### config.mk
export PLATFORM = sky130hd
export DESIGN_NAME = scaled_seven_segment_text_renderer_core
export DESIGN_NICKNAME = d
export VERILOG_FILES = /design/src/sv/segtxt_pkg.sv /design/src/sv/segtxt_bcd_stage.sv /design/src/sv/segtxt_render.sv /design/src/sv/scaled_seven_segment_text_renderer_core.sv
export SDC_FILE = /design/constraint.sdc
export NUM_CORES = 1
export LEC_CHECK = 0
export ABC_AREA = 1
export ABC_CLOCK_PERIOD_IN_PS = 26000
export BUFFER_PORTS_ARGS = -buffer_cell sky130_fd_sc_hd__buf_4
export CAP_MARGIN = 15
export CORE_ASPECT_RATIO = 1.1
export CORE_MARGIN = 2
export CORE_UTILIZATION = 30
export DETAILED_ROUTE_END_ITERATION = 6
export GPL_ROUTABILITY_DRIVEN = 0
export MAX_ROUTING_LAYER = met4
export PLACE_DENSITY = 0.47
export SYNTH_ARGS = -nofsm -noshare
export SYNTH_HDL_FRONTEND = slang
export SYNTH_HIERARCHICAL = 1
export SYNTH_SLANG_ARGS = --single-unit
### constraint.sdc
create_clock -name aclk -period 26 [get_ports aclk]
set_input_delay 3.9 -clock aclk [delete_from_list [all_inputs] [get_ports aclk]]
set_output_delay 3.9 -clock aclk [all_outputs]
set_load 0.005 [all_outputs]
### src/sv/segtxt_pkg.sv
// Shared types, constants and segment table for the seven-segment text renderer.
package segtxt_pkg;

    // Sizing of the stored number and of the largest drawn segment
    localparam int MAX_DIGITS = 8;
    localparam int MAX_SCALE  = 15;

    // Field widths of the request and result channels
    localparam int VALUE_W = 27;
    localparam int SCALE_W = 4;
    localparam int GLYPH_W = 2;

    // Decimal conversion: shift-and-add-3, a few steps per pipeline stage
    localparam int DIGIT_W         = 4;
    localparam int BCD_W           = MAX_DIGITS * DIGIT_W;
    localparam int STEPS_PER_STAGE = 4;
    localparam int SHIFT_W         = ((VALUE_W + STEPS_PER_STAGE - 1) / STEPS_PER_STAGE)
                                     * STEPS_PER_STAGE;
    localparam int CONV_STAGES     = SHIFT_W / STEPS_PER_STAGE;

    // Frame counters
    localparam int POS_W    = (MAX_DIGITS > 1) ? $clog2(MAX_DIGITS) : 1;
    localparam int TOTAL_W  = $clog2(MAX_DIGITS + 1);
    localparam int HSCALE_W = $clog2(MAX_SCALE + 1);
    localparam int CELL_W   = $clog2(MAX_SCALE + 3);
    localparam int LINE_W   = $clog2(2 * MAX_SCALE + 4);

    // Request modes
    localparam logic MODE_LOAD    = 1'b0;
    localparam logic MODE_ADVANCE = 1'b1;

    typedef enum logic [GLYPH_W-1:0] {
        GLYPH_SPACE   = 2'd0,
        GLYPH_DASH    = 2'd1,
        GLYPH_BAR     = 2'd2,
        GLYPH_NEWLINE = 2'd3
    } glyph_t;

    // Bit positions in a segment mask
    typedef enum logic [2:0] {
        SEG_TOP         = 3'd0,
        SEG_UPPER_LEFT  = 3'd1,
        SEG_UPPER_RIGHT = 3'd2,
        SEG_MIDDLE      = 3'd3,
        SEG_LOWER_LEFT  = 3'd4,
        SEG_LOWER_RIGHT = 3'd5,
        SEG_BOTTOM      = 3'd6
    } seg_t;

    // One request as it travels down the conversion pipeline
    typedef struct packed {
        logic                mode;
        logic [SCALE_W-1:0]  scale;
        logic [SHIFT_W-1:0]  bin;
        logic [BCD_W-1:0]    bcd;
    } item_t;

    // Lit segments of a decimal digit; codes above nine light nothing
    function automatic logic [6:0] seg_mask(input logic [DIGIT_W-1:0] digit);
        logic [6:0] mask;
        case (digit)
            4'd0:    mask = 7'h77;
            4'd1:    mask = 7'h24;
            4'd2:    mask = 7'h5D;
            4'd3:    mask = 7'h6D;
            4'd4:    mask = 7'h2E;
            4'd5:    mask = 7'h6B;
            4'd6:    mask = 7'h7B;
            4'd7:    mask = 7'h25;
            4'd8:    mask = 7'h7F;
            4'd9:    mask = 7'h6F;
            default: mask = 7'h00;
        endcase
        return mask;
    endfunction

endpackage

### src/sv/segtxt_bcd_stage.sv
// One pipeline stage of the binary to decimal conversion (a few shift-and-add-3 steps).
module segtxt_bcd_stage (
    input  logic                aclk,
    input  logic                aresetn,
    input  logic                adv,
    input  logic                in_valid,
    input  segtxt_pkg::item_t   in_item,
    output logic                out_valid,
    output segtxt_pkg::item_t   out_item
);

    logic              valid_reg;
    segtxt_pkg::item_t item_reg;
    segtxt_pkg::item_t item_next;

    // Run the conversion steps; digits above the kept count shift out and drop
    always_comb begin
        logic [segtxt_pkg::BCD_W-1:0]   b;
        logic [segtxt_pkg::SHIFT_W-1:0] r;
        b = in_item.bcd;
        r = in_item.bin;
        for (int s = 0; s < segtxt_pkg::STEPS_PER_STAGE; s++) begin
            for (int d = 0; d < segtxt_pkg::MAX_DIGITS; d++) begin
                if (b[d*segtxt_pkg::DIGIT_W +: segtxt_pkg::DIGIT_W] >= 4'd5) begin
                    b[d*segtxt_pkg::DIGIT_W +: segtxt_pkg::DIGIT_W] =
                        b[d*segtxt_pkg::DIGIT_W +: segtxt_pkg::DIGIT_W] + 4'd3;
                end
            end
            b = {b[segtxt_pkg::BCD_W-2:0], r[segtxt_pkg::SHIFT_W-1]};
            r = {r[segtxt_pkg::SHIFT_W-2:0], 1'b0};
        end
        item_next       = in_item;
        item_next.bcd   = b;
        item_next.bin   = r;
    end

    // Hold the stage while the pipeline is stalled
    always_ff @(posedge aclk) begin
        if (!aresetn) begin
            valid_reg <= 1'b0;
        end else if (adv) begin
            valid_reg <= in_valid;
        end
    end

    always_ff @(posedge aclk) begin
        if (adv) begin
            item_reg <= item_next;
        end
    end

    assign out_valid = valid_reg;
    assign out_item  = item_reg;

endmodule

### src/sv/segtxt_render.sv
// Frame state, glyph selection and result register of the renderer.
module segtxt_render (
    input  logic                aclk,
    input  logic                aresetn,
    input  logic                adv,
    input  logic                in_valid,
    input  segtxt_pkg::item_t   in_item,
    output logic                out_valid,
    output segtxt_pkg::glyph_t  out_glyph,
    output logic                out_eol,
    output logic                out_eof
);

    // Frame state
    logic [segtxt_pkg::BCD_W-1:0]    digit_store_reg, digit_store_next;
    logic [segtxt_pkg::TOTAL_W-1:0]  digit_total_reg, digit_total_next;
    logic [segtxt_pkg::HSCALE_W-1:0] scale_held_reg, scale_held_next;
    logic [segtxt_pkg::LINE_W-1:0]   line_index_reg, line_index_next;
    logic [segtxt_pkg::POS_W-1:0]    digit_pos_reg, digit_pos_next;
    logic [segtxt_pkg::CELL_W-1:0]   cell_pos_reg, cell_pos_next;
    logic                            active_reg, active_next;

    // Result register
    logic                            out_valid_reg, out_valid_next;
    segtxt_pkg::glyph_t              glyph_reg, glyph_next;
    logic                            eol_reg, eol_next;
    logic                            eof_reg, eof_next;

    // Frame geometry from the held scale
    logic [segtxt_pkg::LINE_W-1:0]   s_line, mid_line, bot_line, end_line;
    logic [segtxt_pkg::CELL_W-1:0]   side_cell, wrap_cell;
    logic [segtxt_pkg::POS_W-1:0]    rd_idx;
    logic [segtxt_pkg::DIGIT_W-1:0]  digit_rd;
    logic [6:0]                      mask;
    segtxt_pkg::seg_t                seg_sel;
    segtxt_pkg::glyph_t              cell_glyph;
    logic                            at_side;
    logic [segtxt_pkg::TOTAL_W-1:0]  load_count;
    logic [segtxt_pkg::HSCALE_W-1:0] load_scale;

    assign s_line    = segtxt_pkg::LINE_W'(scale_held_reg);
    assign mid_line  = s_line + segtxt_pkg::LINE_W'(1);
    assign bot_line  = (s_line << 1) + segtxt_pkg::LINE_W'(2);
    assign end_line  = bot_line + segtxt_pkg::LINE_W'(1);
    assign side_cell = segtxt_pkg::CELL_W'(scale_held_reg) + segtxt_pkg::CELL_W'(1);
    assign wrap_cell = segtxt_pkg::CELL_W'(scale_held_reg) + segtxt_pkg::CELL_W'(2);

    // Digits sit least significant first; count positions from the leading one
    assign rd_idx   = segtxt_pkg::POS_W'(digit_total_reg - segtxt_pkg::TOTAL_W'(1))
                      - digit_pos_reg;
    assign digit_rd = digit_store_reg[rd_idx*segtxt_pkg::DIGIT_W +: segtxt_pkg::DIGIT_W];
    assign mask     = segtxt_pkg::seg_mask(digit_rd);
    assign at_side  = (cell_pos_reg == '0) || (cell_pos_reg == side_cell);

    // Pick the character inside a digit cell
    always_comb begin
        seg_sel    = segtxt_pkg::SEG_TOP;
        cell_glyph = segtxt_pkg::GLYPH_SPACE;
        if (line_index_reg == '0 || line_index_reg == mid_line
                || line_index_reg == bot_line) begin
            if (line_index_reg == '0) begin
                seg_sel = segtxt_pkg::SEG_TOP;
            end else if (line_index_reg == mid_line) begin
                seg_sel = segtxt_pkg::SEG_MIDDLE;
            end else begin
                seg_sel = segtxt_pkg::SEG_BOTTOM;
            end
            if (!at_side && mask[seg_sel]) begin
                cell_glyph = segtxt_pkg::GLYPH_DASH;
            end
        end else begin
            if (cell_pos_reg == '0) begin
                seg_sel = (line_index_reg <= s_line) ? segtxt_pkg::SEG_UPPER_LEFT
                                                     : segtxt_pkg::SEG_LOWER_LEFT;
                if (mask[seg_sel]) begin
                    cell_glyph = segtxt_pkg::GLYPH_BAR;
                end
            end else if (cell_pos_reg == side_cell) begin
                seg_sel = (line_index_reg <= s_line) ? segtxt_pkg::SEG_UPPER_RIGHT
                                                     : segtxt_pkg::SEG_LOWER_RIGHT;
                if (mask[seg_sel]) begin
                    cell_glyph = segtxt_pkg::GLYPH_BAR;
                end
            end
        end
    end

    // Count kept digits (leading zeros dropped, zero keeps one) and clamp the scale
    always_comb begin
        load_count = segtxt_pkg::TOTAL_W'(1);
        for (int k = 0; k < segtxt_pkg::MAX_DIGITS; k++) begin
            if (in_item.bcd[k*segtxt_pkg::DIGIT_W +: segtxt_pkg::DIGIT_W] != '0) begin
                load_count = segtxt_pkg::TOTAL_W'(k + 1);
            end
        end
        if (32'(in_item.scale) > 32'(segtxt_pkg::MAX_SCALE)) begin
            load_scale = segtxt_pkg::HSCALE_W'(segtxt_pkg::MAX_SCALE);
        end else begin
            load_scale = segtxt_pkg::HSCALE_W'(in_item.scale);
        end
    end

    // Step the frame for one request
    always_comb begin
        digit_store_next = digit_store_reg;
        digit_total_next = digit_total_reg;
        scale_held_next  = scale_held_reg;
        line_index_next  = line_index_reg;
        digit_pos_next   = digit_pos_reg;
        cell_pos_next    = cell_pos_reg;
        active_next      = active_reg;
        out_valid_next   = 1'b0;
        glyph_next       = segtxt_pkg::GLYPH_SPACE;
        eol_next         = 1'b0;
        eof_next         = 1'b0;
        if (in_valid) begin
            if (in_item.mode == segtxt_pkg::MODE_LOAD) begin
                digit_store_next = in_item.bcd;
                digit_total_next = load_count;
                scale_held_next  = load_scale;
                line_index_next  = '0;
                digit_pos_next   = '0;
                cell_pos_next    = '0;
                active_next      = 1'b1;
            end else if (active_reg) begin
                out_valid_next = 1'b1;
                if (line_index_reg >= end_line) begin
                    // Empty last line: close the frame
                    glyph_next      = segtxt_pkg::GLYPH_NEWLINE;
                    eol_next        = 1'b1;
                    eof_next        = 1'b1;
                    active_next     = 1'b0;
                    line_index_next = '0;
                    digit_pos_next  = '0;
                    cell_pos_next   = '0;
                end else if (cell_pos_reg >= wrap_cell) begin
                    if (segtxt_pkg::TOTAL_W'(digit_pos_reg) + segtxt_pkg::TOTAL_W'(1)
                            >= digit_total_reg) begin
                        glyph_next      = segtxt_pkg::GLYPH_NEWLINE;
                        eol_next        = 1'b1;
                        line_index_next = line_index_reg + segtxt_pkg::LINE_W'(1);
                        digit_pos_next  = '0;
                    end else begin
                        glyph_next     = segtxt_pkg::GLYPH_SPACE;
                        digit_pos_next = digit_pos_reg + segtxt_pkg::POS_W'(1);
                    end
                    cell_pos_next = '0;
                end else begin
                    glyph_next    = cell_glyph;
                    cell_pos_next = cell_pos_reg + segtxt_pkg::CELL_W'(1);
                end
            end
        end
    end

    // Control state
    always_ff @(posedge aclk) begin
        if (!aresetn) begin
            digit_total_reg <= '0;
            scale_held_reg  <= '0;
            line_index_reg  <= '0;
            digit_pos_reg   <= '0;
            cell_pos_reg    <= '0;
            active_reg      <= 1'b0;
            out_valid_reg   <= 1'b0;
        end else if (adv) begin
            digit_total_reg <= digit_total_next;
            scale_held_reg  <= scale_held_next;
            line_index_reg  <= line_index_next;
            digit_pos_reg   <= digit_pos_next;
            cell_pos_reg    <= cell_pos_next;
            active_reg      <= active_next;
            out_valid_reg   <= out_valid_next;
        end
    end

    // Digits and result payload
    always_ff @(posedge aclk) begin
        if (adv) begin
            digit_store_reg <= digit_store_next;
            glyph_reg       <= glyph_next;
            eol_reg         <= eol_next;
            eof_reg         <= eof_next;
        end
    end

    assign out_valid = out_valid_reg;
    assign out_glyph = glyph_reg;
    assign out_eol   = eol_reg;
    assign out_eof   = eof_reg;

`ifndef ASSERT_OFF
    a_pos_in_range: assert property (@(posedge aclk) disable iff (!aresetn)
        active_reg |-> (segtxt_pkg::TOTAL_W'(digit_pos_reg) < digit_total_reg))
        else $error("digit position beyond stored digits");

    a_cell_in_range: assert property (@(posedge aclk) disable iff (!aresetn)
        active_reg |-> (cell_pos_reg <= wrap_cell))
        else $error("cell position past the cell separator");

    a_line_in_range: assert property (@(posedge aclk) disable iff (!aresetn)
        active_reg |-> (line_index_reg <= end_line))
        else $error("line index past the last line");

    a_eof_closes: assert property (@(posedge aclk) disable iff (!aresetn)
        (out_valid_reg && eof_reg) |-> !active_reg)
        else $error("frame still active after its final newline");
`endif

endmodule

### src/sv/scaled_seven_segment_text_renderer_core.sv
// Top level of the scaled seven-segment text renderer.
//
// Usage: a request on the s_ channel either loads a number and a scale
// (s_mode = 0) or asks for the next character of the drawing (s_mode = 1).
// Each advance during an active frame gives one result on the m_ channel:
// a glyph code (space, dash, bar, newline) with end-of-line and end-of-frame
// flags. Loads, and advances with no frame active, give no result. A load
// in the middle of a frame restarts the drawing with the new number.
//
// Timing: requests flow through a 7-stage decimal conversion pipeline
// (four shift-and-add-3 steps per stage) and then the frame stage, which
// writes the result register. One request is taken every cycle unless
// the output stalls.
// Stall: while a result waits with m_ready low, the whole pipeline holds and
// s_ready is low; nothing is lost or repeated.
// Reset (aresetn low, synchronous): the pipeline empties and no frame is
// active until the next load.
module scaled_seven_segment_text_renderer_core (
    input  logic                            aclk,
    input  logic                            aresetn,
    input  logic                            s_valid,
    output logic                            s_ready,
    input  logic                            s_mode,
    input  logic [segtxt_pkg::VALUE_W-1:0]  s_value,
    input  logic [segtxt_pkg::SCALE_W-1:0]  s_scale,
    output logic                            m_valid,
    input  logic                            m_ready,
    output logic [segtxt_pkg::GLYPH_W-1:0]  m_glyph,
    output logic                            m_end_of_line,
    output logic                            m_end_of_frame
);

    logic [segtxt_pkg::CONV_STAGES:0] stage_valid;
    segtxt_pkg::item_t                stage_item [segtxt_pkg::CONV_STAGES+1];
    logic                             adv;
    segtxt_pkg::glyph_t               glyph;

    // Advance the whole pipeline unless a result is waiting
    assign adv     = !m_valid || m_ready;
    assign s_ready = adv;

    // Build the request entering the conversion
    assign stage_valid[0]      = s_valid;
    assign stage_item[0].mode  = s_mode;
    assign stage_item[0].scale = s_scale;
    assign stage_item[0].bin   = segtxt_pkg::SHIFT_W'(s_value);
    assign stage_item[0].bcd   = '0;

    for (genvar i = 0; i < segtxt_pkg::CONV_STAGES; i++) begin : g_conv
        segtxt_bcd_stage u_stage (
            .aclk      (aclk),
            .aresetn   (aresetn),
            .adv       (adv),
            .in_valid  (stage_valid[i]),
            .in_item   (stage_item[i]),
            .out_valid (stage_valid[i+1]),
            .out_item  (stage_item[i+1])
        );
    end

    segtxt_render u_render (
        .aclk      (aclk),
        .aresetn   (aresetn),
        .adv       (adv),
        .in_valid  (stage_valid[segtxt_pkg::CONV_STAGES]),
        .in_item   (stage_item[segtxt_pkg::CONV_STAGES]),
        .out_valid (m_valid),
        .out_glyph (glyph),
        .out_eol   (m_end_of_line),
        .out_eof   (m_end_of_frame)
    );

    assign m_glyph = glyph;

`ifndef ASSERT_OFF
    a_eof_is_eol: assert property (@(posedge aclk) disable iff (!aresetn)
        (m_valid && m_end_of_frame) |-> m_end_of_line)
        else $error("end of frame without end of line");

    a_eol_newline: assert property (@(posedge aclk) disable iff (!aresetn)
        m_valid |-> ((glyph == segtxt_pkg::GLYPH_NEWLINE) == m_end_of_line))
        else $error("end of line flag disagrees with glyph");

    a_no_result_from_bubble: assert property (@(posedge aclk) disable iff (!aresetn)
        ($past(aresetn) && $past(adv) && !$past(stage_valid[segtxt_pkg::CONV_STAGES]))
        |-> !m_valid)
        else $error("result produced with no request in the last stage");
`endif

endmodule

==> flow_metrics.py <==
metrics = {
    "layout": {
        "final_nets": 5753,
        "antenna_cells": 0,
        "area_delta_synth_final_pct": 11.96,
        "fin_util_pct": 33.88,
        "drive_gt1_share_pct": 13.26,
        "multiInputGateArea_um2": 22060,
        "fillers": 13100,
        "largest_reg_flops": 343,
        "final_common_cell": "nand2_1",
        "final_cell_mix": "nand2_1 (1831), inv_1 (898), nand3_1 (581)",
        "ff_latch_area_um2": 12000,
    },
    "setup_path": {
        "slowest_stage": "buf_4",
        "crit_path_start_kind": "input pin",
        "end_kind": "output port",
        "worstPathBufferInverterCount": 3,
        "crit_top_cell": "buf_4",
        "crit_arrival_ns": 4.37,
        "path_cells": "buf_4 -> inv_1 -> nand2_4 -> buf_4",
        "crit_fanout": 3,
        "crit_type": "in2out",
        "slowest_delay_ns": 0.17,
        "worstPathRequired_ns": 22.10,
        "crit_family": "buffers and inverters",
    },
    "grt": {
        "antenna_found_initial": 0,
        "grt_max_degree": 101,
        "grt_pass1_wl_mm": 121.3,
        "grt_overflow": 0,
        "grt_pass1_vias": 29180,
        "track_usage_pct": 10.98,
    },
    "floorplanning": {
        "rows": 135,
        "fp.dieH_um": 373.6,
        "io_pins": 42,
        "start_util_pct": 30.26,
        "fp.dieW_um": 340.0,
        "die_area_um2": 127100,
        "coreArea_um2": 123100,
    },
    "clocking": {
        "clockRootBuffer": "clkbuf_16",
        "clk_latency_ns": 0.62,
        "cts_buffers": 52,
        "clockBufferDepth": 3,
        "post_cts_buffers": 0,
        "hold_buffers": 0,
        "path_clk_slew_ns": 0.06,
        "cts_max_level": 2,
        "clock_sinks": 410,
        "cts-resized-gates": 0,
        "cts_tree": "done",
    },
    "sta": {
        "min_period_over_period_pct": 31.81,
        "post-route-min-period_ns": 8.270,
        "report.final.slew_viol_count": 0,
        "skew_ns": 0.01307,
        "rsz0062_at_grt": "no",
        "hold_violations": 0,
        "setup_violations": 0,
        "max_freq_ghz": 0.1209,
        "finalSetupTns_ns": 0,
        "maxSlewHeadroom_pct": 39.53,
        "finalWorstSetupSlack_ns": 17.73,
        "tightest_slew_ns": 0.9071,
    },
    "flow_run": {
        "cap_violations": 0,
    },
    "placed_design": {
        "pre_cts_ws_ns": 17.69,
        "portBuffers": 41,
        "dp_hpwl_mm": 52.91,
    },
    "drt": {
        "avgRoutedWirePerCell_um": 9.355,
        "drtAntennaViolNets": 0,
        "drt_first_pass_iters": 7,
        "viasPerCell": 4.350,
        "wl_mm": 67.25,
        "via_count": 31270,
        "drt_first_iter_violations": 989,
        "route.detailed.drc": 0,
    },
    "worst_hold_path": {
        "min_path_type": "reg2reg",
    },
    "synth": {
        "syn_area_per_cell_um2": 7.018,
        "syn_area_um2": 37260,
        "syn_inst": 5310,
        "ys_warn_count": 6,
    },
    "outcome": {
        "status": "completed",
    },
}
==> cell type report <==
| cell class | count | area share (%) |
|---|---|---|
| multi-input cells | 4055 | 52.87 |
| flip-flops and latches | 410 | 28.77 |
| inverters | 937 | 8.457 |
| well taps | 1644 | 4.930 |
| clock buffers | 60 | 3.290 |
| repair buffers | 47 | 0.8757 |
| clock inverters | 35 | 0.8097 |
==> per-stage QoR <==
step / hold WS (ns) / instance area [µm²] / instances
after floorplan: 0.4003 / 37630 / 5408
after global placement: 0.4024 / 40010 / 7093
after detailed placement: 0.4045 / 40010 / 7093
after CTS: 0.4083 / 41720 / 7188
after global routing: 0.4170 / 41720 / 7188
final: 0.4081 / 41720 / 7188
==> path summary, 6_finish.rpt <==
check	start	to	slack, ns	depth (start not counted)
setup / recovery	m_ready	s_ready	17.73	4
hold / removal	g_conv[2].u_stage/out_item[47]	g_conv[3].u_stage/out_item[51]	0.41	0
setup reg to reg	g_conv[5].u_stage/out_item[28]	g_conv[6].u_stage/out_item[29]	22.36	28
hold reg to reg	g_conv[2].u_stage/out_item[47]	g_conv[3].u_stage/out_item[51]	0.41	0
==> routing by layer <==
layer	GRT usage, %	up-vias	wire, µm
met5	-	-	0
met4	2.496	0	1271
met3	1.781	74	1774
met2	20.86	128	34680
met1	11.79	13590	29520
li1	-	17480	-
Power is not shown: default switching activity piles up to over one toggle a cycle in this logic, so the estimate is an artifact.
